--- src/design/dq_pkg.sv ---
// dq_pkg: shared types, codes and ring helper for the double-ended queue
// no dependencies; used by dq_ctrl, dq_datapath and double_ended_queue
`default_nettype none

package dq_pkg;

    localparam int DEPTH  = 16;
    localparam int ADDR_W = $clog2(DEPTH);
    localparam int CNT_W  = $clog2(DEPTH + 1);
    localparam int OCC_W  = 5;
    localparam int WORD_W = 32;

    localparam logic [2:0] OP_PUSH_FRONT = 3'd0;
    localparam logic [2:0] OP_PUSH_BACK  = 3'd1;
    localparam logic [2:0] OP_POP_FRONT  = 3'd2;
    localparam logic [2:0] OP_POP_BACK   = 3'd3;
    localparam logic [2:0] OP_PEEK_FRONT = 3'd4;
    localparam logic [2:0] OP_PEEK_BACK  = 3'd5;

    localparam logic [1:0] ST_OK    = 2'd0;
    localparam logic [1:0] ST_EMPTY = 2'd1;
    localparam logic [1:0] ST_FULL  = 2'd2;

    typedef struct packed {
        logic [2:0]               operation;
        logic signed [WORD_W-1:0] push_value;
    } t_in;

    typedef struct packed {
        logic signed [WORD_W-1:0] read_value;
        logic [1:0]               status;
        logic [OCC_W-1:0]         occupancy;
    } t_out;

    typedef struct packed {
        logic load;
        logic exec;
    } t_cmd;

    // (base + off) modulo DEPTH, for base < DEPTH and off <= DEPTH
    function automatic logic [ADDR_W-1:0] ring_add(input logic [ADDR_W-1:0] base,
                                                   input logic [CNT_W-1:0]  off);
        logic [CNT_W:0] s;
        s = (CNT_W+1)'(base) + (CNT_W+1)'(off);
        if (s >= (CNT_W+1)'(DEPTH)) begin
            s = s - (CNT_W+1)'(DEPTH);
        end
        return s[ADDR_W-1:0];
    endfunction

endpackage

`default_nettype wire

--- src/design/dq_ctrl.sv ---
// dq_ctrl: sequencer for accept, execute and result beats
// depends on dq_pkg
`default_nettype none

module dq_ctrl (
    input  wire              i_clk,
    input  wire              i_rst_n,
    input  wire              i_in_valid,
    output logic             o_in_stall,
    output logic             o_out_valid,
    input  wire              i_out_stall,
    output dq_pkg::t_cmd     o_cmd
);

    typedef enum logic [2:0] {
        S_IDLE = 3'b001,
        S_EXEC = 3'b010,
        S_OUT  = 3'b100
    } t_state;

    t_state r_state;
    t_state n_state;

    always_comb begin
        n_state = r_state;
        case (r_state)
            S_IDLE: begin
                if (i_in_valid) begin
                    n_state = S_EXEC;
                end
            end
            S_EXEC: begin
                n_state = S_OUT;
            end
            S_OUT: begin
                if (!i_out_stall) begin
                    n_state = S_IDLE;
                end
            end
            default: begin
                n_state = S_IDLE;
            end
        endcase
    end

    always_ff @(posedge i_clk) begin
        if (!i_rst_n) begin
            r_state <= S_IDLE;
        end else begin
            r_state <= n_state;
        end
    end

    assign o_in_stall  = (r_state != S_IDLE);
    assign o_out_valid = (r_state == S_OUT);
    assign o_cmd.load  = (r_state == S_IDLE) && i_in_valid;
    assign o_cmd.exec  = (r_state == S_EXEC);

endmodule

`default_nettype wire

--- src/design/dq_datapath.sv ---
// dq_datapath: ring store, head and count registers, result registers
// depends on dq_pkg
`default_nettype none

module dq_datapath (
    input  wire              i_clk,
    input  wire              i_rst_n,
    input  wire dq_pkg::t_cmd i_cmd,
    input  wire dq_pkg::t_in  i_in_data,
    output dq_pkg::t_out     o_out_data
);

    logic [dq_pkg::WORD_W-1:0] r_mem [dq_pkg::DEPTH];

    logic [2:0]                r_op;
    logic [dq_pkg::WORD_W-1:0] r_value;
    logic [dq_pkg::ADDR_W-1:0] r_head;
    logic [dq_pkg::ADDR_W-1:0] n_head;
    logic [dq_pkg::CNT_W-1:0]  r_count;
    logic [dq_pkg::CNT_W-1:0]  n_count;
    logic [dq_pkg::WORD_W-1:0] r_rd_data;
    logic                      r_rd_ok;
    logic                      n_rd_ok;
    logic [1:0]                r_status;
    logic [1:0]                n_status;

    logic                      empty;
    logic                      full;
    logic [dq_pkg::ADDR_W-1:0] head_dec;
    logic [dq_pkg::ADDR_W-1:0] back_slot;
    logic [dq_pkg::ADDR_W-1:0] tail_slot;
    logic                      mem_we;
    logic [dq_pkg::ADDR_W-1:0] mem_waddr;
    logic [dq_pkg::ADDR_W-1:0] mem_raddr;

    assign empty     = (r_count == '0);
    assign full      = (r_count >= dq_pkg::CNT_W'(dq_pkg::DEPTH));
    assign head_dec  = (r_head == '0) ? dq_pkg::ADDR_W'(dq_pkg::DEPTH - 1)
                                      : r_head - 1'b1;
    assign back_slot = dq_pkg::ring_add(r_head, r_count - 1'b1);
    assign tail_slot = dq_pkg::ring_add(r_head, r_count);

    always_comb begin
        n_head    = r_head;
        n_count   = r_count;
        n_status  = dq_pkg::ST_OK;
        n_rd_ok   = 1'b0;
        mem_we    = 1'b0;
        mem_waddr = r_head;
        mem_raddr = r_head;
        case (r_op)
            dq_pkg::OP_PUSH_FRONT: begin
                if (full) begin
                    n_status = dq_pkg::ST_FULL;
                end else begin
                    n_head    = head_dec;
                    n_count   = r_count + 1'b1;
                    mem_we    = 1'b1;
                    mem_waddr = head_dec;
                end
            end
            dq_pkg::OP_PUSH_BACK: begin
                if (full) begin
                    n_status = dq_pkg::ST_FULL;
                end else begin
                    n_count   = r_count + 1'b1;
                    mem_we    = 1'b1;
                    mem_waddr = tail_slot;
                end
            end
            dq_pkg::OP_POP_FRONT: begin
                if (empty) begin
                    n_status = dq_pkg::ST_EMPTY;
                end else begin
                    n_rd_ok = 1'b1;
                    n_head  = dq_pkg::ring_add(r_head, dq_pkg::CNT_W'(1));
                    n_count = r_count - 1'b1;
                end
            end
            dq_pkg::OP_POP_BACK: begin
                if (empty) begin
                    n_status = dq_pkg::ST_EMPTY;
                end else begin
                    n_rd_ok   = 1'b1;
                    n_count   = r_count - 1'b1;
                    mem_raddr = back_slot;
                end
            end
            dq_pkg::OP_PEEK_FRONT: begin
                if (empty) begin
                    n_status = dq_pkg::ST_EMPTY;
                end else begin
                    n_rd_ok = 1'b1;
                end
            end
            dq_pkg::OP_PEEK_BACK: begin
                if (empty) begin
                    n_status = dq_pkg::ST_EMPTY;
                end else begin
                    n_rd_ok   = 1'b1;
                    mem_raddr = back_slot;
                end
            end
            default: begin
                n_status = dq_pkg::ST_OK;
            end
        endcase
    end

    always_ff @(posedge i_clk) begin
        if (i_cmd.exec && mem_we) begin
            r_mem[mem_waddr] <= r_value;
        end
        if (i_cmd.exec) begin
            r_rd_data <= r_mem[mem_raddr];
        end
    end

    always_ff @(posedge i_clk) begin
        if (i_cmd.load) begin
            r_op    <= i_in_data.operation;
            r_value <= i_in_data.push_value;
        end
        if (i_cmd.exec) begin
            r_rd_ok  <= n_rd_ok;
            r_status <= n_status;
        end
    end

    always_ff @(posedge i_clk) begin
        if (!i_rst_n) begin
            r_head  <= '0;
            r_count <= '0;
        end else if (i_cmd.exec) begin
            r_head  <= n_head;
            r_count <= n_count;
        end
    end

    assign o_out_data.read_value = r_rd_ok ? r_rd_data : '0;
    assign o_out_data.status     = r_status;
    assign o_out_data.occupancy  = dq_pkg::OCC_W'(r_count);

endmodule

`default_nettype wire

--- src/design/double_ended_queue.sv ---
// double_ended_queue: top level joining the sequencer and the datapath
// depends on dq_pkg, dq_ctrl, dq_datapath
//
//   channel   direction   handshake                 beat
//   in        sink        i_in_valid / o_in_stall   operation, push_value
//   out       source      o_out_valid / i_out_stall read_value, status, occupancy
//
// each item passes through accept, execute and result, and waits in result while the output stalls
// the execute cycle does the store write or the registered store read
// one item is in flight at a time; input stalls until its result beat is taken
// synchronous active-low reset clears head, count and sequencer; store is unset
`default_nettype none

module double_ended_queue (
    input  wire              i_clk,
    input  wire              i_rst_n,
    input  wire              i_in_valid,
    output logic             o_in_stall,
    input  wire dq_pkg::t_in i_in_data,
    output logic             o_out_valid,
    input  wire              i_out_stall,
    output dq_pkg::t_out     o_out_data
);

    dq_pkg::t_cmd cmd;

    dq_ctrl u_ctrl (
        .i_clk       (i_clk),
        .i_rst_n     (i_rst_n),
        .i_in_valid  (i_in_valid),
        .o_in_stall  (o_in_stall),
        .o_out_valid (o_out_valid),
        .i_out_stall (i_out_stall),
        .o_cmd       (cmd)
    );

    dq_datapath u_datapath (
        .i_clk      (i_clk),
        .i_rst_n    (i_rst_n),
        .i_cmd      (cmd),
        .i_in_data  (i_in_data),
        .o_out_data (o_out_data)
    );

endmodule

`default_nettype wire

--- config.mk ---
export PLATFORM = sky130hd
export DESIGN_NAME = double_ended_queue
export DESIGN_NICKNAME = d
export VERILOG_FILES = /design/src/design/dq_pkg.sv /design/src/design/dq_ctrl.sv /design/src/design/dq_datapath.sv /design/src/design/double_ended_queue.sv
export SDC_FILE = /design/constraint.sdc
export NUM_CORES = 1
export LEC_CHECK = 0
export BUFFER_PORTS_ARGS = -buffer_cell sky130_fd_sc_hd__buf_2
export CAP_MARGIN = 20
export CELL_PAD_IN_SITES_DETAIL_PLACEMENT = 0
export CELL_PAD_IN_SITES_GLOBAL_PLACEMENT = 1
export CORE_ASPECT_RATIO = 0.75
export CORE_UTILIZATION = 52
export CTS_CLUSTER_DIAMETER = 80
export DETAILED_ROUTE_END_ITERATION = 10
export HOLD_SLACK_MARGIN = 0.12
export PLACE_DENSITY = 0.88
export SLEW_MARGIN = 20
export SYNTH_ARGS = -nofsm -noshare
export SYNTH_HDL_FRONTEND = slang
export SYNTH_SLANG_ARGS = --single-unit
export TNS_END_PERCENT = 1
--- constraint.sdc ---
create_clock -name i_clk -period 5.4 [get_ports i_clk]
set_clock_uncertainty 0.15 [all_clocks]
set_input_delay 1.35 -clock i_clk [delete_from_list [all_inputs] [get_ports i_clk]]
set_output_delay 1.35 -clock i_clk [all_outputs]
set_load 0.01 [all_outputs]
# Word-level counts from Yosys, hierarchy flattened
# Memory sizes are Yosys's and may differ from the RTL's. A register that Yosys moved wholly into a read port is not among the register bits.
# Index checks and enable logic that the tools add are counted.
[op_classes]
n_addsub = 9
order_cmp = 4
n_eq_ne = 14
n_mux = 26
reduce_logical = 14
[op_table]
columns = ["op", "n"]
rows = [
  ["4-bit two-way mux", 9],
  ["32-bit two-way mux", 1],
  ["4-bit case mux with 2 select lines", 2],
  ["4-bit by 1-bit subtractor with 4-bit output, second input constant", 4],
  ["4-bit by 5-bit adder with 6-bit output", 2],
  ["6-bit by 5-bit >= comparator with 1-bit output, second input constant", 2],
  ["5-bit >= comparator, second input constant", 2],
  ["5-bit two-way mux", 2],
  ["2-bit inequality test, second input constant", 5],
  ["5-bit case mux with 2 select lines", 1],
  ["3-bit by 2-bit equality test with 1-bit output, second input constant", 3],
  ["3-bit equality test, second input constant", 3],
  ["3-bit case mux with 3 select lines", 1],
  ["3-bit by 1-bit equality test with 1-bit output, second input constant", 2],
  ["1-bit two-way mux", 6],
  ["3-bit two-way mux", 2],
  ["2-bit OR reduction", 3],
  ["4-bit by 1-bit adder with 5-bit output, second input constant", 1],
  ["5-bit by 1-bit adder with 5-bit output, second input constant", 1],
  ["5-bit logical NOT", 1],
  ["5-bit by 1-bit subtractor with 5-bit output, second input constant", 1],
  ["4-bit logical NOT", 1],
  ["2-bit case mux with 2 select lines", 1],
  ["4-bit AND reduction", 1],
  ["8 further kinds", 10],
]
[totals]
reg_bits = 50
mem_bits_rw = 512
in_bits = 39
word_cells = 75
n_memories = 1
[mem_list]
columns = ["memory", "words", "width", "read_ports", "rd_ports_with_merged_regs", "wr", "line_no", "rtl"]
rows = [
  ["u_datapath.r_mem", 16, 32, 1, 1, 1, "dq_datapath.sv:13", "logic [dq_pkg::WORD_W-1:0] r_mem [dq_pkg::DEPTH];"],
]

# Depth between registers and ports, before layout
# Gate-level depths: netlist of the first run.
[logic_depth]
word_depth = 6
mapped_depth = 11
ltp_nobuf = 10

# Hierarchy
# From an unflattened synthesis of the first run, not the netlist that was laid out.
[hier_totals]
cells_unflattened = 1706
area_unflattened_um2 = 25086.6
[modules_own_cells]
columns = ["mod", "n_inst", "cells_per_inst", "area_each_um2", "seq_area_each_um2"]
rows = [
  ["dq_datapath", 1, 1692, 24925.2, 17656.9],
  ["dq_ctrl", 1, 14, 161.4, 60.1],
]

# Worst setup path after synthesis of the first run
# No wires, ideal clock.
[synth_timing]
kind = "flip-flop to flip-flop"
start = "reg u_datapath.r_count[1] in the netlist's numbering"
end = "mem u_datapath.r_mem[14][0] in the netlist's numbering (enable)"
arrival_time_ns = 4.292
setup_slack_ns = 0.497
path_stages_with_launch = 9
path_buffers = 1
synth_period_minus_slack_ns = 4.903
cell_sequence = "dfxtp_1 -> ha_1 -> a21o_1 -> a21oi_1 -> xor2_1 -> or4_1 -> and3_1 -> clkbuf_1 -> nor3_1"
[synth_via]
elab_chain_len = 6
[synth_rtl]
columns = ["item", "line_no", "rtl"]
rows = [
  ["start, declared", "dq_datapath.sv:19", "logic [dq_pkg::CNT_W-1:0] r_count;"],
  ["start signal, assigned", "dq_datapath.sv:136", "r_count <= n_count;"],
  ["branches (longest 6 deep; another with 4-bit by 5-bit adder with 6-bit output)", "--", ""],
  ["end, declared", "dq_datapath.sv:13", ""],
]
# Several ways; the timed one is not identified.

# Final worst setup path of the first run
[layout_timing]
start = "reg u_datapath.r_head[0] in the netlist's numbering"
end = "mem u_datapath.r_mem[6][10] in the netlist's numbering (enable)"
[layout_via]
elab_chain_len = 5
[layout_rtl]
columns = ["item", "line_no", "rtl"]
rows = [
  ["start, declared", "dq_datapath.sv:17", "logic [dq_pkg::ADDR_W-1:0] r_head;"],
  ["start signal, assigned", "dq_datapath.sv:135", "r_head <= n_head;"],
  ["4-bit by 5-bit adder with 6-bit output", "dq_pkg.sv:44", "s = (CNT_W+1)'(base) + (CNT_W+1)'(off);"],
  ["6-bit by 5-bit >= comparator with 1-bit output / 4-bit by 1-bit subtractor with 4-bit output (equally long branches)", "dq_pkg.sv:45, dq_pkg.sv:46", ""],
  ["4-bit two-way mux", "dq_pkg.sv:45", "if (s >= (CNT_W+1)'(DEPTH)) begin"],
  ["4-bit two-way mux", "dq_datapath.sv:63", "if (full) begin"],
  ["4-bit case mux with 2 select lines *", "dq_datapath.sv:51", "case (r_op)"],
]
# Mark *: on every way between the ends. The rest lies on a longest branch, timed or not.

==> flow_summary.toml, run 1 <==
[cells_and_area]
diodes = 0
nets = 1784
drive_gt1_share_pct = 14.48
areaGrowthSynthToFinish_pct = 12.06
fillers = 3513
finalNonFillerCells = 2414
regArea_um2 = 17720
multi_input_area_um2 = 6635

[yosys]
synth_edf_count = 582
synthCells = 1714
mappedNetlistArea_um2 = 25000
synthTopCellsByArea = "edfxtp_1, o21ai_0, a311oi_1, a32oi_1, mux2i_1"
synthDistinctLibCells = 64
synth_flop_cell = "edfxtp_1"
syn-num-nets = 1766
yosysTopAreaCellShare_pct = 69.91
yosysTopAreaCell = "edfxtp_1"
yosysWarnings = 0
synthArstFlopShare_pct = 0
ys_seq_elements = 594
avgSynthCellArea_um2 = 14.59
seq_area_frac_synth_pct = 70.87

[floorplanning]
die_y_um = 191.9
core_um2 = 47400
die-area_um2 = 48970
start_util_pct = 52.74
io_pins = 80
die_w_um = 255.2
row_count = 69

[sta]
max_freq_ghz = 0.2438
tns_ns = 0
report.final.slew_viol_count = 0
holdWs_ns = 0.3935
grt_setup_unrepaired = "false"
min_period_over_period_pct = 75.97
tightest_slew_ns = 0.9846
final-hold-violation-count = 0
layout_min_cycle_time_ns = 4.102
setup_viol = 0
timing.final.ws_setup_ns = 1.298
max_slew_margin_pct = 34.25

[power]
peakVddDrop_mv = 0.3116
p_leak_nw = 9.288
power_density_nw_per_um2 = 331.7

[worst_setup_path]
required_ns = 5.53
rr_startpoint = "u_datapath.r_head[0]$_SDFFE_PN0P_"
ff2ff_path_depth = 8
slowest_delay_ns = 0.78
cp_num_cells = 8
critPathKind = "reg2reg"
endpoint_kind = "register"
worstPathCellList = "inv_1 -> ha_1 -> nand2_1 -> o21ai_0 -> or4_1 -> nand4b_1 -> nor2_4 -> buf_4"
crit_path_start = "u_datapath.r_head[0]$_SDFFE_PN0P_"
crit_fanout = 21
r2r_setup_slack_ns = 1.30
cpLargestDelayFamily = "simple AND/OR/NAND/NOR gates"
worst_path_max_delay_cell = "nor2_4"
critPathBufInv = 2
crit_path_start_kind = "register"
critPathArrivalTime_ns = 4.23
regToRegEndpoint = "u_datapath.r_mem[6][10]$_DFFE_PP_"

[outcome]
status = "complete, no violations"

[cts]
ctsHoldBuffers = 0
cts_setup_buffers = 0
clk_pin_slew_ns = 0.06
clockBufferDepth = 3
cts_buffers = 54
cts_resized = 0
clk_latency_ns = 0.60
cts.sinks = 594
cts_tree = "built"
h-tree-depth = 2
cts-root-buf = "clkbuf_16"

[place]
gp_congestion = 0.8131
dp_slack_ns = 1.328
io_buffers = 79
place_inst = 2314
detailed_place_hpwl_mm = 33.06

[drt]
drcViolationCount = 0
dr.pass1.iters = 8
drt_iter0_markers = 2237
wl_mm = 62.77
drtAntennaViolNets = 0
vias = 16160
routed_via_density = 6.693
wl_per_cell_um = 26.00

[global_routing]
antenna_found_initial = 0
overflow = 0
grt_usage_pct = 25.52
grt_pass1_wl_mm = 94.58
grt_max_degree = 189
grt_pass1_vias = 15440

[worst_hold_path]
min_from = "u_ctrl.r_state[0]$_SDFFE_PN1P_"
hold_path.class = "reg2reg"
hold_path_end = "u_ctrl.r_state[2]$_SDFFE_PN0P_"
whs_path_depth = 1

[run]
drv_cap = 0
==> sequential cells by signal, summed over array words and instances (netlist names) <==
register	cells
u_datapath.r_rd_ok	1
u_datapath.r_rd_data	32
u_datapath.r_op	3
u_datapath.r_status	2
u_datapath.r_head	4
u_ctrl.r_state	3
u_datapath.r_value	32
u_datapath.r_count	5
u_datapath.r_mem	512
==> cells by family after synthesis <==
family	after synthesis	synth area share [%]
flops	594	70.87
compound gates	556	15.38
simple gates	253	5.491
buf+inv	189	3.168
mux	98	3.924
fa+ha+maj	13	0.7107
xor+xnor	11	0.4605
==> placed cells by master (no fill, tap or decap), drive strengths merged, types with 5 or more instances in the layout <==
cell / n
dfxtp: 12
edfxtp: 582
xor2: 5
nor3: 11
nand2b: 6
nand2: 15
xnor2: 6
inv: 11
ha: 11
buf: 141
clkbuf: 64
nor2: 21
a32oi: 128
o21ai: 263
a21oi: 14
nand3: 132
and2: 37
mux2i: 98
a311oi: 128
clkinv: 24
bufinv: 7
==> worst reg2reg max path, delay by kind of cell (launching register included) <==
| family | cells | cell delay, ns |
|---|---|---|
| and+or+nand+nor | 4 | 1.96 |
| AOI/OAI and AO/OA | 1 | 0.11 |
| adders and majority gates | 1 | 0.38 |
| buffers and inverters | 2 | 0.60 |
| DFF | 1 | 0.61 |
==> power by group <==
group / switching [W] / leakage [nW] / internal [W]
Clock: 0.00167 / 0.880 / 0.00225
Combinational: 0.000120 / 3.06 / 0.0000663
Sequential: 0.0000819 / 5.35 / 0.00511
==> metrics by stage <==
stage	power, W	utilization, %	cell area (µm²)
CTS	0.009328	59.07	28000
floorplan	0.005363	-	25000
finish	0.009292	59.11	28010
global route	0.009516	59.11	28010
detailed placement	0.005470	55.28	26200
global placement	0.005461	55.18	26150
==> per-layer routing <==
layer	vias up	track usage, %	part of all wire (%)
met1	8115	38.43	43
met5	-	0	0
met4	0	6.495	2.1
met3	95	4.255	9.1
met2	917	38.68	46
li1	7031	-	-
==> final cells by class <==
class | instances | share of cell area (%)
Clock buffer | 64 | 5.185
Clock inverter | 35 | 1.237
Inverter | 10 | 0.1340
Multi-Input combinational cell | 931 | 23.68
Sequential cell | 594 | 63.24
Tap cell | 639 | 2.854
Timing Repair Buffer | 141 | 3.662
==> cells in the mapped netlist, drive strengths merged (3+ instances only) <==
library cell	instances
o22ai	3
or2	4
nor2	21
xor2	5
a31oi	3
mux2i	98
a311oi	128
nand2b	6
clkbuf	139
o21ai	263
ha	11
nand2	15
and3	3
inv	10
nand3	132
dfxtp	12
a21oi	14
edfxtp	582
or3b	3
nor3	11
a32oi	128
buf	40
nor2b	4
xnor2	6
and2	37
==> how the worst max path moves through the flow <==
stage | to | slack (ns)
after CTS | u_datapath.r_mem[6][31]$_DFFE_PP_ | 1.28
final | u_datapath.r_mem[6][10]$_DFFE_PP_ | 1.30
after detailed placement | u_datapath.r_mem[6][7]$_DFFE_PP_ | 1.33
after floorplan | u_datapath.r_mem[14][0]$_DFFE_PP_ | 0.50
after global placement | u_datapath.r_mem[7][14]$_DFFE_PP_ | 1.39
after global routing | u_datapath.r_mem[6][31]$_DFFE_PP_ | 1.09
Note: power is estimated with default switching activity, not from simulation.
==> run 2, diff against run 1 <==
Clock period 5.4 ns to 3.78 ns, I/O delays scaled along.
==> run 2 against run 1 <==
  * Global-route usage decreased by 0.18 points
  * Setup slack got worse by 1.1 ns
  * Sequential power increased by 43%
  * Clock power increased by 34%
  * Flip-flop and latch count unchanged
  * Non-clock buffer count increased by 14
  * Sequential share of layout area decreased by 0.60 points
  * Highest routed layer unchanged
==> flow_summary.toml, run 2 (same netlist as run 1, synthesis figures left out) <==
[cts]
cts_setup_buffers = 0
cts.sinks = 594
clockBufferDepth = 3
ctsHoldBuffers = 0
clk_pin_slew_ns = 0.06
clk_latency_ns = 0.59
h-tree-depth = 2
cts_tree = "built"
cts-root-buf = "clkbuf_16"
cts_buffers = 54
cts_resized = 0

[worst_setup_path]
crit_path_start_kind = "register"
crit_fanout = 19
rr_startpoint = "u_datapath.r_count[0]$_SDFFE_PN0P_"
critPathArrivalTime_ns = 3.76
required_ns = 3.96
critPathKind = "reg2reg"
ff2ff_path_depth = 11
r2r_setup_slack_ns = 0.20
endpoint_kind = "register"
regToRegEndpoint = "u_datapath.r_rd_data[26]$_DFFE_PP_"

[worst_hold_path]
whs_path_depth = 1
min_from = "i_in_data[26]"
hold_path_end = "u_datapath.r_value[26]$_DFFE_PP_"
hold_path.class = "in2reg"

[global_routing]
grtUsageMet3_pct = 3.822
grt_pass1_vias = 15650
antenna_found_initial = 1
grt_usage_pct = 25.34
grt_max_degree = 139
grt-busiest-layer = "met2"
use_met2_pct = 38.90
grt_pass1_wl_mm = 93.76
met1_usage_pct = 37.40
overflow = 0

[drt]
drcViolationCount = 0
wl_mm = 62.16
drt_iter0_markers = 2027
vias = 16240
routed_via_density = 6.692
drtAntennaViolNets = 0
dr.pass1.iters = 5
wl_per_cell_um = 25.62

[floorplanning]
die_w_um = 255.2
start_util_pct = 52.74
die_y_um = 191.9
row_count = 69
die-area_um2 = 48970
core_um2 = 47400
io_pins = 80

[place]
placed_area_um2 = 26620
place_inst = 2329
detailed_place_hpwl_mm = 33.35
io_buffers = 79
gp_congestion = 0.8302
dp_slack_ns = 0.2292

[sta]
min_period_over_period_pct = 94.65
timing.final.ws_setup_ns = 0.2023
max_freq_ghz = 0.2795
setup_viol = 0
tns_ns = 0
grt_setup_unrepaired = "false"
layout_min_cycle_time_ns = 3.578
final-hold-violation-count = 0
max_slew_margin_pct = 41.78
report.final.slew_viol_count = 0
tightest_slew_ns = 0.8733

[cells_and_area]
diodes = 0
reg_top3 = "u_datapath.r_mem x512, u_datapath.r_rd_data x32, u_datapath.r_value x32"
finalNonFillerCells = 2426
most-common-layout-cells = "edfxtp_1, o21ai_0, nand3_1, a311oi_1, a32oi_1"
mostFrequentLayoutCell = "edfxtp_1"
final_area_um2 = 28280
areaGrowthSynthToFinish_pct = 13.13
nets = 1798
regMostFlops = "u_datapath.r_mem"
drive_gt1_share_pct = 14.55
largest_register_ffs = 512

[power]
peakVddDrop_mv = 0.3274
power_density_nw_per_um2 = 457.9
p_leak_nw = 9.437

[run]
drv_cap = 0

[outcome]
status = "complete, no violations"
run 2: changes by cell type in the layout (fill, tap and decap cells not counted), sizes merged:
cell / before / now
clkinv: 24 / 20
bufinv: 7 / 4
buf: 141 / 155
clkinvlp: 3 / 2
clkbuf: 64 / 70
run 2: layout make-up:
class / count / area [µm²]
Clock buffer: 70 / 1433
Clock inverter: 27 / 231.5
Fill cell: 3502 / 19110
Inverter: 10 / 37.54
Multi-Input combinational cell: 931 / 6685
Sequential cell: 594 / 17720
Tap cell: 639 / 799.5
Timing Repair Buffer: 155 / 1379
run 2: critical path: stages (launching register included):
cell and delay [ns]:
dfxtp_1 0.48, inv_1 0.17, ha_1 0.27, xor2_1 0.16, ha_1 0.35, a21oi_1 0.10
a211o_1 0.31, a21o_4 0.23, xor2_4 0.47, buf_12 0.27, mux2i_1 0.24, mux2i_1 0.09
run 2: per-stage QoR:
stage          util [%]  power (W)  hold slack, ns
2_1_floorplan         -   0.007664          0.3275
6_report          59.67    0.01295          0.3788
3_5_place_dp      56.16   0.007826          0.3877
3_3_place_gp      56.16   0.007813          0.3644
4_1_cts           59.67    0.01303          0.3503
5_1_grt           59.67    0.01327          0.3594
run 2: per-layer routing:
layer	routed length (µm)	up-vias
met2	28710	878
met4	1485	0
met3	5542	118
li1	-	7063
met5	0	-
met1	26430	8176
run 2: worst max-delay path by stage:
stage	startpoint	to	cells past startpoint
after floorplan	u_ctrl.r_state[1]$_SDFFE_PN0P_	u_datapath.r_mem[0][0]$_DFFE_PP_	5
after global placement	u_datapath.r_count[0]$_SDFFE_PN0P_	u_datapath.r_rd_data[10]$_DFFE_PP_	11
after detailed placement	u_datapath.r_count[0]$_SDFFE_PN0P_	u_datapath.r_rd_data[4]$_DFFE_PP_	11
after CTS	u_datapath.r_count[0]$_SDFFE_PN0P_	u_datapath.r_rd_data[4]$_DFFE_PP_	11
after global routing	u_datapath.r_count[1]$_SDFFE_PN0P_	u_datapath.r_rd_data[6]$_DFFE_PP_	11
final	u_datapath.r_count[0]$_SDFFE_PN0P_	u_datapath.r_rd_data[26]$_DFFE_PP_	11
run 2: power breakdown:
| group | switching (W) | internal, W |
|---|---|---|
| clock | 0.00233 | 0.00293 |
| sequential | 0.000110 | 0.00729 |
| combinational | 0.000180 | 0.000103 |
==> run 3, diff against run 2 <==
Settings changed: BUFFER_PORTS_ARGS -buffer_cell sky130_fd_sc_hd__buf_2 to not set, CORE_UTILIZATION 52 to 54, DONT_BUFFER_PORTS set to 1, PLACE_DENSITY 0.88 to 0.91, REMOVE_ABC_BUFFERS set to 1.
==> run 3 against run 2 <==
  * Wire length fell by 1.5%
  * Clock-buffer cell count is 9 lower
  * Worst hold slack got worse by 0.094 ns
  * Via count decreased by 1.7%
  * Die area fell by 3.7%
  * Global-route usage grew 0.29 points
  * Maximum frequency up 2.8%
  * Flip-flop and latch count is the same
==> flow_summary.toml, run 3 (same netlist as run 1, synthesis figures left out) <==
[cells_and_area]
largest_register_ffs = 512
drive_gt1_share_pct = 10.48
regMostFlops = "u_datapath.r_mem"
mostFrequentLayoutCell = "edfxtp_1"
most-common-layout-cells = "edfxtp_1, o21ai_0, nand3_1, a311oi_1, a32oi_1"
fillers = 3227
reg_top3 = "u_datapath.r_mem x512, u_datapath.r_rd_data x32, u_datapath.r_value x32"
areaGrowthSynthToFinish_pct = 11.32
diodes = 0
nets = 1706
final_util_pct = 61.59
final_area_um2 = 27830

[drt]
drcViolationCount = 0
routed_via_density = 6.990
dr.pass1.iters = 5
wl_per_cell_um = 26.81
vias = 15970
wl_mm = 61.24
drt_iter0_markers = 2255
drtAntennaViolNets = 0

[power]
total_power_w = 0.01310
p_leak_nw = 9.016
peakVddDrop_mv = 0.3978
power_density_nw_per_um2 = 470.6

[sta]
grt_setup_unrepaired = "false"
layout_min_cycle_time_ns = 3.479
max_slew_margin_pct = 48.10
report.final.slew_viol_count = 0
final-hold-violation-count = 0
tightest_slew_ns = 0.7785
max_freq_ghz = 0.2875
min_period_over_period_pct = 92.03
setup_viol = 0

[floorplanning]
start_util_pct = 55.33
io_pins = 80
die_y_um = 188.3
die_w_um = 250.4
die-area_um2 = 47170
core_um2 = 45180
row_count = 67

[worst_setup_path]
r2r_setup_slack_ns = 0.30
endpoint_kind = "register"
ff2ff_path_depth = 8
critPathArrivalTime_ns = 3.59
crit_path_start_kind = "register"
crit_path_start = "u_datapath.r_count[0]$_SDFFE_PN0P_"
regToRegEndpoint = "u_datapath.r_mem[6][17]$_DFFE_PP_"
rr_startpoint = "u_datapath.r_count[0]$_SDFFE_PN0P_"
crit_fanout = 32
crit_end = "u_datapath.r_mem[6][17]$_DFFE_PP_"
critPathKind = "reg2reg"
required_ns = 3.89

[global_routing]
grt_pass1_wl_mm = 92.72
grt_usage_pct = 25.63
overflow = 0
grt_pass1_vias = 15670
antenna_found_initial = 1
grt_max_degree = 129

[place]
detailed_place_hpwl_mm = 29.91
gp_congestion = 0.8851
placed_area_um2 = 26080
io_buffers = 0

[outcome]
status = "complete, no violations"

[cts]
clk_pin_slew_ns = 0.07
cts_resized = 0
cts-root-buf = "clkbuf_16"
clockBufferDepth = 3
clk_latency_ns = 0.61
cts_setup_buffers = 0
ctsHoldBuffers = 0
h-tree-depth = 2
cts_tree = "built"
cts_buffers = 53
cts.sinks = 594

[worst_hold_path]
hold_path.class = "in2reg"

[run]
drv_cap = 0
## run 3: changes by cell type in the layout (fill, tap and decap cells not counted), moves of 2 or more
cell,previous run,this run
buf_12,33,38
nor3_4,8,0
nor3_2,1,9
clkbuf_1,15,7
buf_4,43,26
clkinvlp_4,2,5
buf_2,79,0
clkinv_4,1,3
bufinv_16,4,6
clkinv_2,6,8
## run 3: critical path: stages, from the launching register on
cell      delay, ns
dfxtp_1        0.31
buf_4          0.16
ha_1           0.23
fa_1           0.49
o21ai_0        0.11
or4_1          0.57
nand4b_1       0.54
nor2_4         0.25
buf_12         0.31
## run 3: where the power goes
part	internal, W	leakage [nW]	switching [W]
combinational	0.0000832	2.83	0.000167
sequential	0.00729	5.35	0.000104
clock	0.00304	0.842	0.00241
## run 3: final cells by class
| type | instances | area (µm²) | area share (%) |
|---|---|---|---|
| multi-input cells | 931 | 6635 | 23.84 |
| clock buffers | 61 | 1378 | 4.950 |
| repair buffers | 64 | 955.9 | 3.435 |
| clock inverters | 38 | 372.9 | 1.340 |
| flip-flops and latches | 594 | 17720 | 63.66 |
| well taps | 586 | 733.2 | 2.635 |
| inverters | 10 | 37.54 | 0.1349 |
## run 3: per-stage QoR
stage	hold slack, ns	setup WS (ns)	cells	TNS, ns
finish	0.2848	0.3013	2284	0
global route	0.2710	0.1694	2284	0
CTS	0.2693	0.3118	2284	0
detailed placement	0.3780	0.3555	2185	0
global placement	0.3575	0.4228	2185	0
floorplan	0.3275	-7.958	1535	-568.53
## run 3: how the worst min path moves through the flow
stage / startpoint / slack (ns) / cells past startpoint / to
2_1_floorplan: u_ctrl.r_state[0]$_SDFFE_PN1P_ / 0.33 / 1 / u_ctrl.r_state[2]$_SDFFE_PN0P_
3_3_place_gp: u_ctrl.r_state[0]$_SDFFE_PN1P_ / 0.36 / 1 / u_ctrl.r_state[2]$_SDFFE_PN0P_
3_5_place_dp: u_ctrl.r_state[0]$_SDFFE_PN1P_ / 0.38 / 1 / u_ctrl.r_state[2]$_SDFFE_PN0P_
4_1_cts: i_in_data[18] / 0.27 / 0 / u_datapath.r_value[18]$_DFFE_PP_
5_1_grt: i_in_data[18] / 0.27 / 0 / u_datapath.r_value[18]$_DFFE_PP_
6_report: i_in_data[7] / 0.28 / 0 / u_datapath.r_value[7]$_DFFE_PP_
## run 3: routing by layer
metal  GRT usage (%)  vias to the layer above  part of all wire, %
li1                -                     6875                    -
met1           37.27                     8054                   42
met2           40.16                      926                   47
met3           4.117                      111                  9.1
met4           7.480                        0                  1.8
met5               0                        -                    0
